$ cat src/rtl/trr_pkg.sv
// shared types, codes and constants of the tftp read receiver
`default_nettype none

package trr_pkg;

    localparam int unsigned BLOCK_BYTES = 512;
    localparam int unsigned HDR_BYTES   = 4;
    localparam int unsigned FULL_LEN    = BLOCK_BYTES + HDR_BYTES;
    localparam int unsigned LEN_W       = 17;

    localparam logic [15:0] OP_DATA        = 16'd3;
    localparam logic [15:0] OP_ERROR       = 16'd5;
    localparam logic [15:0] FIRST_BLOCK    = 16'd1;
    localparam logic [15:0] RETRY_SAT      = 16'hFFFF;
    localparam logic [15:0] INIT_LIMIT_RST = 16'd5;

    typedef enum logic [1:0] {
        CMD_START   = 2'd0,
        CMD_PACKET  = 2'd1,
        CMD_TIMEOUT = 2'd2,
        CMD_NONE    = 2'd3
    } t_cmd;

    typedef enum logic [2:0] {
        ACT_IGNORE    = 3'd0,
        ACT_SEND_REQ  = 3'd1,
        ACT_STORE_ACK = 3'd2,
        ACT_FINISH    = 3'd3,
        ACT_RESEND    = 3'd4,
        ACT_FAIL      = 3'd5,
        ACT_PEER_ERR  = 3'd6
    } t_action;

    typedef enum logic [1:0] {
        PH_IDLE = 2'd0,
        PH_RUN  = 2'd1
    } t_phase;

    typedef struct packed {
        logic [1:0]  cmd;
        logic [9:0]  pkt_len;
        logic [15:0] opcode;
        logic [15:0] block_num;
        logic [15:0] src_port;
    } t_item;

    typedef struct packed {
        logic [2:0]  action;
        logic [15:0] ack_block;
        logic [9:0]  payload_bytes;
    } t_result;

endpackage

`default_nettype wire

$ cat src/rtl/trr_if.sv
// valid/ready channels carrying receiver events and results
`default_nettype none

interface trr_in_if;
    logic        valid;
    logic        ready;
    logic [1:0]  cmd;
    logic [9:0]  pkt_len;
    logic [15:0] opcode;
    logic [15:0] block_num;
    logic [15:0] src_port;

    modport source (output valid, cmd, pkt_len, opcode, block_num, src_port, input ready);
    modport sink   (input valid, cmd, pkt_len, opcode, block_num, src_port, output ready);
endinterface

interface trr_out_if;
    logic        valid;
    logic        ready;
    logic [2:0]  action;
    logic [15:0] ack_block;
    logic [9:0]  payload_bytes;

    modport source (output valid, action, ack_block, payload_bytes, input ready);
    modport sink   (input valid, action, ack_block, payload_bytes, output ready);
endinterface

`default_nettype wire

$ cat src/rtl/tftp_read_receiver_core.sv
// tftp read receiver: stop-and-wait receive control for a read transfer
//
// i_in carries one event per transfer: start, received packet header or
// receive timeout. o_out returns exactly one result per event: the action
// to take, the block to acknowledge and the payload byte count to store.
// i_cfg_we / i_cfg_wdata load the initial retry limit, used at the next
// start; write it only while no event is in flight.
// An event is registered on acceptance and judged once the result register
// can advance, and its result is registered there. Throughput is one event
// per cycle while o_out is not stalled, set by the single state update step
// between the input and result registers.
// When o_out is stalled, the result register holds and the input register
// fills; i_in.ready drops only once both hold an item, and follows
// o_out.ready combinationally.
// Synchronous reset empties both registers, puts the transfer in idle with
// expected block 1, no latched port, zero retries, and sets the initial
// and current retry limits to 5.
`default_nettype none

module tftp_read_receiver_core #(
    parameter int unsigned BLOCK_BYTES = trr_pkg::BLOCK_BYTES
) (
    input  wire        i_clk,
    input  wire        i_rst_n,
    input  wire        i_cfg_we,
    input  wire [15:0] i_cfg_wdata,
    trr_in_if.sink     i_in,
    trr_out_if.source  o_out
);

    logic             r_in_valid;
    trr_pkg::t_item   r_in;
    logic             r_out_valid;
    trr_pkg::t_result r_out;
    logic [15:0]      r_init_limit;

    logic             advance;
    logic             step;
    trr_pkg::t_result res;
    logic             running;

    assign advance    = !r_out_valid || o_out.ready;
    assign step       = r_in_valid && advance;
    assign i_in.ready = !r_in_valid || advance;

    always_ff @(posedge i_clk) begin
        if (!i_rst_n) begin
            r_init_limit <= trr_pkg::INIT_LIMIT_RST;
        end else if (i_cfg_we) begin
            r_init_limit <= i_cfg_wdata;
        end
    end

    always_ff @(posedge i_clk) begin
        if (!i_rst_n) begin
            r_in_valid  <= 1'b0;
            r_out_valid <= 1'b0;
        end else begin
            if (i_in.ready) begin
                r_in_valid <= i_in.valid;
            end
            if (advance) begin
                r_out_valid <= r_in_valid;
            end
        end
    end

    always_ff @(posedge i_clk) begin
        if (i_in.valid && i_in.ready) begin
            r_in <= '{cmd: i_in.cmd, pkt_len: i_in.pkt_len, opcode: i_in.opcode,
                      block_num: i_in.block_num, src_port: i_in.src_port};
        end
        if (step) begin
            r_out <= res;
        end
    end

    trr_engine #(
        .BLOCK_BYTES (BLOCK_BYTES)
    ) u_engine (
        .i_clk        (i_clk),
        .i_rst_n      (i_rst_n),
        .i_step       (step),
        .i_item       (r_in),
        .i_init_limit (r_init_limit),
        .o_res        (res),
        .o_running    (running)
    );

    assign o_out.valid         = r_out_valid;
    assign o_out.action        = r_out.action;
    assign o_out.ack_block     = r_out.ack_block;
    assign o_out.payload_bytes = r_out.payload_bytes;

    // a judged event always lands in the result register
    a_step_fills_out: assert property (@(posedge i_clk) disable iff (!i_rst_n)
        step |=> r_out_valid)
        else $error("judged event did not reach the result register");

    // terminal actions leave the transfer idle
    a_end_goes_idle: assert property (@(posedge i_clk) disable iff (!i_rst_n)
        step && (res.action == trr_pkg::ACT_FINISH || res.action == trr_pkg::ACT_FAIL ||
                 res.action == trr_pkg::ACT_PEER_ERR) |=> !running)
        else $error("transfer still running after a terminal action");

    // a start always arms the transfer
    a_start_runs: assert property (@(posedge i_clk) disable iff (!i_rst_n)
        step && (res.action == trr_pkg::ACT_SEND_REQ) |=> running)
        else $error("start did not arm the transfer");

    // ack block and byte count only accompany store actions
    a_fields_zero: assert property (@(posedge i_clk) disable iff (!i_rst_n)
        r_out_valid && r_out.action != trr_pkg::ACT_STORE_ACK &&
        r_out.action != trr_pkg::ACT_FINISH |->
        r_out.ack_block == 16'd0 && r_out.payload_bytes == 10'd0)
        else $error("nonzero store fields on a non-store action");

endmodule

`default_nettype wire

$ cat src/rtl/trr_engine.sv
// transfer state and per-event decision logic of the receiver
`default_nettype none

module trr_engine #(
    parameter int unsigned BLOCK_BYTES = trr_pkg::BLOCK_BYTES
) (
    input  wire                 i_clk,
    input  wire                 i_rst_n,
    input  wire                 i_step,
    input  wire trr_pkg::t_item i_item,
    input  wire [15:0]          i_init_limit,
    output trr_pkg::t_result    o_res,
    output logic                o_running
);

    localparam logic [trr_pkg::LEN_W-1:0] FULL =
        trr_pkg::LEN_W'(BLOCK_BYTES + trr_pkg::HDR_BYTES);
    localparam logic [trr_pkg::LEN_W-1:0] HDR =
        trr_pkg::LEN_W'(trr_pkg::HDR_BYTES);

    trr_pkg::t_phase r_phase, n_phase;
    logic [15:0] r_expected, n_expected;
    logic [15:0] r_server_port, n_server_port;
    logic        r_port_latched, n_port_latched;
    logic [15:0] r_retry_count, n_retry_count;
    logic [15:0] r_retry_limit, n_retry_limit;

    logic [15:0]              twice;
    logic [15:0]              lim_upd;
    logic [16:0]              next_count;
    logic [trr_pkg::LEN_W-1:0] len_x;
    logic [trr_pkg::LEN_W-1:0] len_c;
    logic [trr_pkg::LEN_W-1:0] pay_x;

    always_ff @(posedge i_clk) begin
        if (!i_rst_n) begin
            r_phase        <= trr_pkg::PH_IDLE;
            r_expected     <= trr_pkg::FIRST_BLOCK;
            r_server_port  <= '0;
            r_port_latched <= 1'b0;
            r_retry_count  <= '0;
            r_retry_limit  <= trr_pkg::INIT_LIMIT_RST;
        end else if (i_step) begin
            r_phase        <= n_phase;
            r_expected     <= n_expected;
            r_server_port  <= n_server_port;
            r_port_latched <= n_port_latched;
            r_retry_count  <= n_retry_count;
            r_retry_limit  <= n_retry_limit;
        end
    end

    always_comb begin
        twice      = r_retry_count[15] ? trr_pkg::RETRY_SAT : {r_retry_count[14:0], 1'b0};
        lim_upd    = (twice > r_retry_limit) ? twice : r_retry_limit;
        next_count = {1'b0, r_retry_count} + 17'd1;
        len_x      = trr_pkg::LEN_W'(i_item.pkt_len);
        len_c      = (len_x > FULL) ? FULL : len_x;
        pay_x      = len_c - HDR;

        n_phase        = r_phase;
        n_expected     = r_expected;
        n_server_port  = r_server_port;
        n_port_latched = r_port_latched;
        n_retry_count  = r_retry_count;
        n_retry_limit  = r_retry_limit;
        o_res          = '{action: trr_pkg::ACT_IGNORE, ack_block: '0, payload_bytes: '0};

        case (trr_pkg::t_cmd'(i_item.cmd))
            trr_pkg::CMD_START: begin
                n_phase        = trr_pkg::PH_RUN;
                n_expected     = trr_pkg::FIRST_BLOCK;
                n_server_port  = '0;
                n_port_latched = 1'b0;
                n_retry_count  = '0;
                n_retry_limit  = i_init_limit;
                o_res.action   = trr_pkg::ACT_SEND_REQ;
            end
            trr_pkg::CMD_PACKET: begin
                // foreign port after latching is dropped without any change
                if (r_phase == trr_pkg::PH_RUN &&
                    !(r_port_latched && i_item.src_port != r_server_port)) begin
                    n_retry_limit = lim_upd;
                    n_retry_count = '0;
                    if (len_x < HDR) begin
                        n_retry_count = 16'd1;
                        o_res.action  = trr_pkg::ACT_RESEND;
                    end else begin
                        if (i_item.opcode == trr_pkg::OP_DATA &&
                            i_item.block_num == trr_pkg::FIRST_BLOCK) begin
                            n_server_port  = i_item.src_port;
                            n_port_latched = 1'b1;
                        end
                        if (i_item.opcode == trr_pkg::OP_ERROR) begin
                            n_phase      = trr_pkg::PH_IDLE;
                            o_res.action = trr_pkg::ACT_PEER_ERR;
                        end else if (i_item.opcode == trr_pkg::OP_DATA &&
                                     i_item.block_num == r_expected) begin
                            n_expected          = r_expected + 16'd1;
                            o_res.ack_block     = i_item.block_num;
                            o_res.payload_bytes = pay_x[9:0];
                            if (len_c < FULL) begin
                                n_phase      = trr_pkg::PH_IDLE;
                                o_res.action = trr_pkg::ACT_FINISH;
                            end else begin
                                o_res.action = trr_pkg::ACT_STORE_ACK;
                            end
                        end else begin
                            o_res.action = trr_pkg::ACT_RESEND;
                        end
                    end
                end
            end
            trr_pkg::CMD_TIMEOUT: begin
                if (r_phase == trr_pkg::PH_RUN) begin
                    n_retry_count = next_count[16] ? trr_pkg::RETRY_SAT : next_count[15:0];
                    if (next_count > {1'b0, r_retry_limit}) begin
                        n_phase      = trr_pkg::PH_IDLE;
                        o_res.action = trr_pkg::ACT_FAIL;
                    end else begin
                        o_res.action = trr_pkg::ACT_RESEND;
                    end
                end
            end
            default: begin
                o_res.action = trr_pkg::ACT_IGNORE;
            end
        endcase
    end

    assign o_running = (r_phase == trr_pkg::PH_RUN);

endmodule

`default_nettype wire

$ cat src/flat_wrapper.sv
// flat-port wrapper written by rule: the top's interface ports become plain ports
module tftp_read_receiver_core_flat 
#(
    parameter int unsigned BLOCK_BYTES = trr_pkg::BLOCK_BYTES
)
  (i_clk, i_rst_n, i_cfg_we, i_cfg_wdata, i_in_valid, i_in_cmd, i_in_pkt_len, i_in_opcode, i_in_block_num, i_in_src_port, i_in_ready, o_out_valid, o_out_action, o_out_ack_block, o_out_payload_bytes, o_out_ready);
  trr_in_if i_in_i ();
  trr_out_if o_out_i ();
  input  wire i_clk;
  input  wire i_rst_n;
  input  wire i_cfg_we;
  input  wire [15:0] i_cfg_wdata;
  input wire logic [$bits(i_in_i.valid)-1:0] i_in_valid;
  input wire logic [$bits(i_in_i.cmd)-1:0] i_in_cmd;
  input wire logic [$bits(i_in_i.pkt_len)-1:0] i_in_pkt_len;
  input wire logic [$bits(i_in_i.opcode)-1:0] i_in_opcode;
  input wire logic [$bits(i_in_i.block_num)-1:0] i_in_block_num;
  input wire logic [$bits(i_in_i.src_port)-1:0] i_in_src_port;
  output wire logic [$bits(i_in_i.ready)-1:0] i_in_ready;
  output wire logic [$bits(o_out_i.valid)-1:0] o_out_valid;
  output wire logic [$bits(o_out_i.action)-1:0] o_out_action;
  output wire logic [$bits(o_out_i.ack_block)-1:0] o_out_ack_block;
  output wire logic [$bits(o_out_i.payload_bytes)-1:0] o_out_payload_bytes;
  input wire logic [$bits(o_out_i.ready)-1:0] o_out_ready;
  assign i_in_i.valid = i_in_valid;
  assign i_in_i.cmd = i_in_cmd;
  assign i_in_i.pkt_len = i_in_pkt_len;
  assign i_in_i.opcode = i_in_opcode;
  assign i_in_i.block_num = i_in_block_num;
  assign i_in_i.src_port = i_in_src_port;
  assign i_in_ready = i_in_i.ready;
  assign o_out_valid = o_out_i.valid;
  assign o_out_action = o_out_i.action;
  assign o_out_ack_block = o_out_i.ack_block;
  assign o_out_payload_bytes = o_out_i.payload_bytes;
  assign o_out_i.ready = o_out_ready;
  tftp_read_receiver_core #(.BLOCK_BYTES(BLOCK_BYTES)) u_core (.i_clk(i_clk), .i_rst_n(i_rst_n), .i_cfg_we(i_cfg_we), .i_cfg_wdata(i_cfg_wdata), .i_in(i_in_i), .o_out(o_out_i));
endmodule
$ cat config.mk
export PLATFORM = sky130hd
export DESIGN_NAME = tftp_read_receiver_core_flat
export DESIGN_NICKNAME = d
export VERILOG_FILES = /design/src/rtl/trr_pkg.sv /design/src/rtl/trr_if.sv /design/src/rtl/tftp_read_receiver_core.sv /design/src/rtl/trr_engine.sv /design/src/flat_wrapper.sv
export SDC_FILE = /design/constraint.sdc
export NUM_CORES = 1
export LEC_CHECK = 0
export BUFFER_PORTS_ARGS = -buffer_cell sky130_fd_sc_hd__buf_2
export CAP_MARGIN = 20
export CORE_ASPECT_RATIO = 1.25
export CORE_MARGIN = 1
export CORE_UTILIZATION = 50
export CTS_CLUSTER_DIAMETER = 80
export DETAILED_ROUTE_END_ITERATION = 10
export PLACE_DENSITY_LB_ADDON = 0.25
export SLEW_MARGIN = 5
export SYNTH_ARGS = -nofsm -noshare
export SYNTH_HDL_FRONTEND = slang
export SYNTH_HIERARCHICAL = 1
export SYNTH_SLANG_ARGS = --single-unit
$ cat constraint.sdc
create_clock -name i_clk -period 3.6 [get_ports i_clk]
set_clock_uncertainty 0.1 [all_clocks]
set_input_delay 0 -clock i_clk [delete_from_list [all_inputs] [get_ports i_clk]]
set_output_delay 0 -clock i_clk [all_outputs]
set_load 0.05 [all_outputs]
==> impl_metrics.prom, run 1 <==
# TYPE chip_impl_metric gauge
chip_impl_metric{name="post_synth.cell_area_avg",unit="um^2"} 10.8
chip_impl_info{name="synthFlopType",value="edfxtp_1"} 1
chip_impl_metric{name="overflow",unit=""} 0
chip_impl_metric{name="dp.final_hpwl",unit="um"} 12900
chip_impl_metric{name="worst-endpoint-arrival",unit="ns"} 3.35
chip_impl_metric{name="worstPathRequired",unit="ns"} 3.68
chip_impl_metric{name="die-height",unit="um"} 146
chip_impl_metric{name="drt_pre_antenna_iters",unit=""} 5
chip_impl_metric{name="insertion_delay",unit="ns"} 0.43
chip_impl_metric{name="synth.distinct_cells",unit=""} 55
chip_impl_info{name="hold_class",value="in -> reg"} 1
chip_impl_info{name="rsz0062_at_grt",value="no"} 1
chip_impl_info{name="start_kind",value="register"} 1
chip_impl_metric{name="period_needed",unit="ns"} 3.27
chip_impl_metric{name="core_region_area",unit="um^2"} 16300
chip_impl_metric{name="synth_largest_type_area_fraction",unit=""} 0.320
chip_impl_info{name="clockRootBuffer",value="clkbuf_16"} 1
chip_impl_metric{name="final_core_util",unit=""} 0.646
chip_impl_metric{name="placement.io_buffers",unit=""} 111
chip_impl_metric{name="initialDrtViolationCount",unit=""} 461
chip_impl_info{name="path_cells",value="ha_1, nand3_1, nor2_1, and3_1, xor2_1, ha_1, a21oi_1, nor2_1, a2111oi_0, o21bai_1, o31ai_2, or2_2, a21oi_1"} 1
chip_impl_metric{name="cap_viol_max_count",unit=""} 0
chip_impl_metric{name="dpl-instance-area",unit="um^2"} 9130
chip_impl_metric{name="syn-num-nets",unit=""} 892
chip_impl_info{name="synth_commonest_cells",value="89 x edfxtp_1, 84 x dfxtp_1, 43 x nor2_1"} 1
chip_impl_metric{name="final_cell_area",unit="um^2"} 10500
chip_impl_info{name="synthTopCellsByArea",value="edfxtp_1 32%, dfxtp_1 20%, ha_1 5.9%, xor2_1 3.7%, xnor2_1 2.9%"} 1
chip_impl_metric{name="via_count_of_the_first_global_routing_pass",unit=""} 6508
chip_impl_metric{name="flow.area_growth_from_synthesis",unit="%"} 26.1
chip_impl_metric{name="leakagePower",unit="nW"} 4.17
chip_impl_info{name="critical_path_class",value="reg -> reg"} 1
chip_impl_metric{name="timing.critical_path.slowest_cell_delay",unit="ns"} 0.42
chip_impl_metric{name="final_count_of_negative_setup_slack_endpoints",unit=""} 0
chip_impl_metric{name="global_route.usage.met2",unit=""} 0.428
chip_impl_metric{name="maximum_number_of_pins_on_one_net_before_global_route_repair",unit=""} 61
chip_impl_metric{name="fin_setup_tns",unit="ns"} 0
chip_impl_metric{name="layout_worst_path_cycle_share",unit=""} 0.908
chip_impl_metric{name="placement_rows",unit=""} 52
chip_impl_metric{name="use_met1",unit=""} 0.271
chip_impl_metric{name="setup_slack",unit="ns"} 0.330
chip_impl_info{name="critical_path.endpoint_type",value="register"} 1
chip_impl_metric{name="cts_max_level",unit=""} 4
chip_impl_metric{name="nNetsFinal",unit=""} 1082
chip_impl_metric{name="postRouteAntennaNets",unit=""} 0
chip_impl_metric{name="cp_max_fo",unit=""} 6
chip_impl_metric{name="asyncSetResetFlopFracSynth",unit=""} 0
chip_impl_metric{name="avgViaCountPerCell",unit=""} 5.44
chip_impl_metric{name="finalPower",unit="mW"} 4.39
chip_impl_metric{name="place_inst",unit=""} 1078
chip_impl_metric{name="grt_use_total",unit=""} 0.238
chip_impl_metric{name="synth_edf_count",unit=""} 89
chip_impl_info{name="grt_most_used_layer",value="met2"} 1
chip_impl_metric{name="grt_first_pass_wirelength",unit="um"} 32100
chip_impl_metric{name="synth.yosys.seq_area_share",unit=""} 0.522
chip_impl_metric{name="netlist_area",unit="um^2"} 8340
chip_impl_metric{name="maxClockFrequency",unit="GHz"} 0.306
chip_impl_metric{name="routed-via-count",unit=""} 6480
chip_impl_metric{name="place_congestion",unit=""} 0.880
chip_impl_metric{name="multiInputGateArea",unit="um^2"} 3740
chip_impl_metric{name="synth_warnings",unit=""} 6
chip_impl_metric{name="slew_limit_fails",unit=""} 0
chip_impl_metric{name="antenna_cells",unit=""} 0
chip_impl_metric{name="floorplan.die_area",unit="um^2"} 17200
chip_impl_metric{name="ir_worst_vdd",unit="uV"} 327
chip_impl_info{name="synth_top_cell_by_area",value="edfxtp_1"} 1
chip_impl_metric{name="die_width",unit="um"} 118
chip_impl_metric{name="worst_pin_slew",unit="ns"} 0.815
chip_impl_metric{name="final_cells",unit=""} 1191
chip_impl_metric{name="post_route_cells_drive_above_1_share",unit=""} 0.202
chip_impl_metric{name="globalRouteMet3Util",unit=""} 0.0551
chip_impl_metric{name="synth-seq-cells",unit=""} 173
chip_impl_info{name="tritoncts",value="yes"} 1
chip_impl_metric{name="finalHoldWorstSlack",unit="ns"} 0.0229
chip_impl_metric{name="power.density",unit="nW/um^2"} 418
chip_impl_info{name="crit_path_top_delay_cell",value="dfxtp_1"} 1
chip_impl_metric{name="clock_tree.buffer_depth",unit=""} 2
chip_impl_metric{name="io_pins",unit=""} 112
chip_impl_metric{name="fillCellCount",unit=""} 1274
chip_impl_info{name="status",value="finished clean"} 1
chip_impl_metric{name="clock_slew_at_the_register_clock_pins_of_the_worst_setup_and_hold_paths",unit="ns"} 0.07
chip_impl_metric{name="grt_antenna_before_repair",unit=""} 0
chip_impl_metric{name="synthesis.instances",unit=""} 772
chip_impl_metric{name="cts_setup_buffers",unit=""} 0
chip_impl_metric{name="final_hold_viol_count",unit=""} 0
chip_impl_metric{name="numCtsBuffers",unit=""} 17
chip_impl_metric{name="initial_core_util",unit=""} 0.513
chip_impl_metric{name="pre_cts_ws",unit="ns"} 0.284
chip_impl_info{name="yosysMostFrequentCell",value="edfxtp_1"} 1
chip_impl_metric{name="routedWlPerCell",unit="um"} 16.6
chip_impl_metric{name="remaining_drc_errors",unit=""} 0
chip_impl_metric{name="seqCellArea",unit="um^2"} 4350
chip_impl_metric{name="routed_wl",unit="um"} 19800
chip_impl_metric{name="relSlewSlack",unit=""} 0.452
chip_impl_metric{name="clock-sinks",unit=""} 173
==> final timing paths <==
check	from	endpoint	slack (ns)	cells after the start
worst max-delay path	u_core/u_engine/r_retry_count[0]	u_core/o_out.action[0]	0.33	13
worst min-delay path	i_cfg_we	u_core/r_init_limit[13]	0.02	3
worst max register to register	u_core/u_engine/r_retry_count[0]	u_core/o_out.action[0]	0.33	13
worst min register to register	u_core/u_engine/r_retry_limit[14]	u_core/u_engine/r_retry_limit[14]	0.37	2
==> state kept, by name (all words and copies together), names as in the netlist, 3 cells and up <==
register,count
u_core/o_out.ack_block,16
u_core/o_out.action,3
u_core/o_out.payload_bytes,10
u_core/r_in,60
u_core/r_init_limit,16
u_core/u_engine/r_expected,16
u_core/u_engine/r_retry_count,16
u_core/u_engine/r_retry_limit,16
u_core/u_engine/r_server_port,16
==> logic make-up after synthesis <==
group / Yosys count / synth area share
DFF: 173 / 0.522
muxes: 19 / 0.0228
xor gates and xnor gates: 63 / 0.0662
adders and majority gates: 39 / 0.0585
buffers and inverters: 61 / 0.0324
and+or+nand+nor: 286 / 0.188
AOI/OAI and AO/OA: 131 / 0.110
==> worst max-delay path: cells and delay by family, from the launching register on <==
kind | cells | cell delay [ns]
compound gates | 5 | 1.05
simple gates | 5 | 0.72
fa+ha+maj | 2 | 0.54
flops | 1 | 0.42
xor+xnor | 1 | 0.19
==> per-layer routing <==
layer,up-vias,routed length [um]
met5,-,0
met4,0,531
met3,40,875
met2,175,10300
met1,3083,8040
li1,3182,-
==> cell usage in the layout, fill, tap and decap left out, types with 3 or more instances in the layout <==
| cell | n |
|---|---|
| o211ai_1 | 17 |
| o221a_2 | 3 |
| mux2i_1 | 19 |
| or4_1 | 3 |
| nand3_1 | 38 |
| nand2b_1 | 8 |
| xnor2_1 | 28 |
| and3_1 | 12 |
| a21oi_1 | 18 |
| buf_4 | 11 |
| edfxtp_1 | 89 |
| and2_1 | 23 |
| nor4_1 | 10 |
| a2111oi_0 | 4 |
| o31ai_1 | 3 |
| clkbuf_16 | 17 |
| or3_1 | 4 |
| dlygate4sd3_1 | 81 |
| nand4_1 | 25 |
| o21ai_0 | 33 |
| xor2_1 | 35 |
| a31oi_1 | 5 |
| inv_6 | 4 |
| nor2b_1 | 27 |
| inv_8 | 5 |
| nor2_1 | 43 |
| o21a_1 | 3 |
| inv_1 | 28 |
| or2_2 | 30 |
| buf_2 | 111 |
| dfxtp_1 | 84 |
| o31a_1 | 7 |
| nor3_1 | 13 |
| a21boi_0 | 7 |
| nand2_1 | 37 |
| ha_1 | 39 |
| a22o_1 | 16 |
==> cell type report <==
cell class                 instances  area share
clock inverter                    14      0.0136
multi-input combinational        538       0.356
sequential                       173       0.414
tap                              216      0.0257
timing repair buffer             204       0.140
clock buffer                      18      0.0408
inverter                          28      0.0100
==> timing repair <==
item / 4_1_cts / 5_1_grt
endpoints found under the setup margin: 0 / 2
resized for setup: 0 / 1
hold buffers: 81 / 0
hold endpoints to repair: 86 / 0
==> power breakdown <==
| group | switching [mW] | internal (mW) | leakage [nW] |
|---|---|---|---|
| clock | 0.868 | 0.925 | 0.275 |
| sequential | 0.0451 | 2.15 | 1.52 |
| combinational | 0.227 | 0.178 | 2.37 |
Note: power is estimated with default switching activity, not from simulation.
==> run 2, diff against run 1 <==
--- a/config.mk
+++ b/config.mk
@@ -12,6 +12,7 @@
 export CORE_UTILIZATION = 50
 export CTS_CLUSTER_DIAMETER = 80
 export DETAILED_ROUTE_END_ITERATION = 10
+export HOLD_SLACK_MARGIN = 0.08
 export PLACE_DENSITY_LB_ADDON = 0.25
 export SLEW_MARGIN = 5
 export SYNTH_ARGS = -nofsm -noshare
==> impl_metrics.prom, run 2 (synthesis results as in run 1) <==
# TYPE chip_impl_metric gauge
chip_impl_metric{name="power.density",unit="nW/um^2"} 414
chip_impl_metric{name="relSlewSlack",unit=""} 0.378
chip_impl_metric{name="maximum_number_of_pins_on_one_net_before_global_route_repair",unit=""} 61
chip_impl_metric{name="grt_first_pass_wirelength",unit="um"} 32700
chip_impl_metric{name="initial_core_util",unit=""} 0.513
chip_impl_metric{name="via_count_of_the_first_global_routing_pass",unit=""} 6648
chip_impl_metric{name="place_congestion",unit=""} 0.880
chip_impl_info{name="clockRootBuffer",value="clkbuf_16"} 1
chip_impl_metric{name="grt_antenna_before_repair",unit=""} 0
chip_impl_metric{name="routed-via-count",unit=""} 6557
chip_impl_info{name="crit_path_top_delay_cell",value="o31ai_1"} 1
chip_impl_metric{name="layout_worst_path_cycle_share",unit=""} 0.916
chip_impl_info{name="rsz0062_at_grt",value="no"} 1
chip_impl_metric{name="routed_wl",unit="um"} 20100
chip_impl_metric{name="final_count_of_negative_setup_slack_endpoints",unit=""} 0
chip_impl_metric{name="cp_max_fo",unit=""} 6
chip_impl_metric{name="ir_worst_vdd",unit="uV"} 326
chip_impl_info{name="status",value="finished clean"} 1
chip_impl_metric{name="cts_setup_buffers",unit=""} 0
chip_impl_metric{name="cap_viol_max_count",unit=""} 0
chip_impl_info{name="critical_path_class",value="reg -> reg"} 1
chip_impl_metric{name="clock-sinks",unit=""} 173
chip_impl_info{name="hold_class",value="in -> reg"} 1
chip_impl_metric{name="comb_power_share",unit=""} 0.096
chip_impl_metric{name="numCtsBuffers",unit=""} 17
chip_impl_metric{name="drt_pre_antenna_iters",unit=""} 4
chip_impl_metric{name="dp.final_hpwl",unit="um"} 12900
chip_impl_metric{name="period_needed",unit="ns"} 3.30
chip_impl_metric{name="final_cells",unit=""} 1205
chip_impl_metric{name="switching_share",unit=""} 0.260
chip_impl_metric{name="timing.critical_path.slowest_cell_delay",unit="ns"} 0.82
chip_impl_metric{name="placement.io_buffers",unit=""} 111
chip_impl_metric{name="fillCellCount",unit=""} 1252
chip_impl_metric{name="nNetsFinal",unit=""} 1096
chip_impl_metric{name="io_pins",unit=""} 112
chip_impl_info{name="most_frequent_standard_cell_in_the_layout_excluding_fill_and_tap_cells",value="buf_2"} 1
chip_impl_metric{name="insertion_delay",unit="ns"} 0.43
chip_impl_metric{name="remaining_drc_errors",unit=""} 0
chip_impl_metric{name="reg2reg_setup_slack",unit="ns"} 0.30
chip_impl_metric{name="floorplan.die_area",unit="um^2"} 17200
chip_impl_info{name="path_delay_family",value="compound AO/OA/AOI/OAI gates"} 1
chip_impl_metric{name="slew_limit_fails",unit=""} 0
chip_impl_metric{name="postRouteAntennaNets",unit=""} 0
chip_impl_metric{name="avgViaCountPerCell",unit=""} 5.44
chip_impl_metric{name="finalPower",unit="mW"} 4.41
chip_impl_metric{name="final_hold_viol_count",unit=""} 0
chip_impl_metric{name="antenna_cells",unit=""} 0
chip_impl_metric{name="overflow",unit=""} 0
chip_impl_metric{name="maxClockFrequency",unit="GHz"} 0.303
chip_impl_metric{name="place_inst",unit=""} 1078
chip_impl_metric{name="routedWlPerCell",unit="um"} 16.7
chip_impl_metric{name="placement_rows",unit=""} 52
chip_impl_info{name="most-common-layout-cells",value="111 x buf_2, 95 x dlygate4sd3_1, 89 x edfxtp_1"} 1
chip_impl_metric{name="clock_power_share",unit=""} 0.406
chip_impl_metric{name="fin_setup_tns",unit="ns"} 0
chip_impl_metric{name="cellInternalPower",unit="mW"} 3.27
chip_impl_info{name="start_kind",value="register"} 1
chip_impl_info{name="largest-register",value="u_core/r_in"} 1
chip_impl_info{name="critical_path.endpoint_type",value="register"} 1
chip_impl_metric{name="power.sequential.fraction",unit=""} 0.497
chip_impl_metric{name="leakagePower",unit="nW"} 4.21
chip_impl_metric{name="initialDrtViolationCount",unit=""} 480
chip_impl_metric{name="post_route_cells_drive_above_1_share",unit=""} 0.199
chip_impl_metric{name="worst_pin_slew",unit="ns"} 0.925
chip_impl_info{name="path_common_cell",value="nand2b_1"} 1
chip_impl_info{name="tritoncts",value="yes"} 1
chip_impl_metric{name="cts_max_level",unit=""} 4
chip_impl_metric{name="clock_tree.buffer_depth",unit=""} 2
chip_impl_metric{name="die-height",unit="um"} 146
chip_impl_metric{name="clock_slew_at_the_register_clock_pins_of_the_worst_setup_and_hold_paths",unit="ns"} 0.07
chip_impl_metric{name="grt_use_total",unit=""} 0.242
chip_impl_metric{name="core_region_area",unit="um^2"} 16300
chip_impl_metric{name="die_width",unit="um"} 118
chip_impl_metric{name="crit_buf_inv",unit=""} 1
chip_impl_metric{name="worstPathRequired",unit="ns"} 3.86
chip_impl_metric{name="largest_register_ff_count",unit=""} 60
chip_impl_info{name="path_cells",value="nor3_1, nand2_1, o31ai_1, nand2b_1, inv_1, ha_1, nand2b_1, a21oi_1, a211oi_1, mux2i_1"} 1
chip_impl_metric{name="power.net_switching",unit="mW"} 1.14
chip_impl_metric{name="flow.area_growth_from_synthesis",unit="%"} 27.7
chip_impl_metric{name="worst-endpoint-arrival",unit="ns"} 3.56
[run 2: cell count changes in the layout (fill, tap and decap cells not counted), sizes merged]
cell,before,now
dlygate4sd3,81,95
[run 2: repair_timing]
| action | 4_1_cts | 5_1_grt |
|---|---|---|
| hold buffers | 95 | 0 |
| hold endpoints to repair | 86 | 0 |
| endpoints found under the setup margin | 0 | 2 |
| gates resized for setup | 0 | 1 |
[run 2: power by group through the flow]
stage               clock network [mW]  logic (mW)  registers (mW)
finish                            1.79       0.425            2.19
global route                      1.90       0.458            2.20
CTS                               1.82       0.416            2.19
detailed placement                   0       0.329            2.24
global placement                     0       0.327            2.23
floorplan                            0       0.164            2.28
[run 2: final timing paths]
path	to	cells past startpoint	from
max	u_core/u_engine/r_phase[0]	10	u_core/r_in[53]
min	u_core/r_in[23]	2	i_in_block_num[7]
min reg2reg	u_core/u_engine/r_retry_limit[14]	2	u_core/u_engine/r_retry_limit[14]
max reg2reg	u_core/u_engine/r_phase[0]	10	u_core/r_in[53]
[run 2: through the flow]
stage          hold WS, ns  utilization  area (um^2)  worst slack [ns]
6_report             0.174        0.655        10700             0.303
3_3_place_gp        0.0767        0.561         9130             0.364
2_1_floorplan     -0.00113            -         8350             0.222
5_1_grt              0.161        0.655        10700            0.0202
3_5_place_dp        0.0781        0.561         9130             0.284
4_1_cts              0.157        0.655        10600             0.248
[run 2: layout make-up]
cell class	count	area [um^2]	share of cell area
clock inverters	14	143	0.0134
repair buffers	218	1610	0.151
multi-input cells	538	3740	0.351
flip-flops and latches	173	4350	0.409
well taps	216	270	0.0254
clock buffers	18	429	0.0403
inverters	28	105	0.00986
[run 2: routing by layer]
metal | up-vias | track usage | part of all wire
met1 | 3145 | 0.275 | 0.40
met2 | 167 | 0.441 | 0.53
li1 | 3211 | - | -
met5 | - | 0 | 0
met3 | 34 | 0.0551 | 0.044
met4 | 0 | 0.0936 | 0.024
[run 2: worst register-to-register path, delay by kind of cell (launching register included)]
family                   cells  cell delay, ns
buffers and inverters        1            0.13
multiplexers                 1            0.21
AO/OA/AOI/OAI                3            1.14
adder cells (fa/ha/maj)      1            0.27
flip-flops                   1            0.44
AND/OR/NAND/NOR              4            0.96
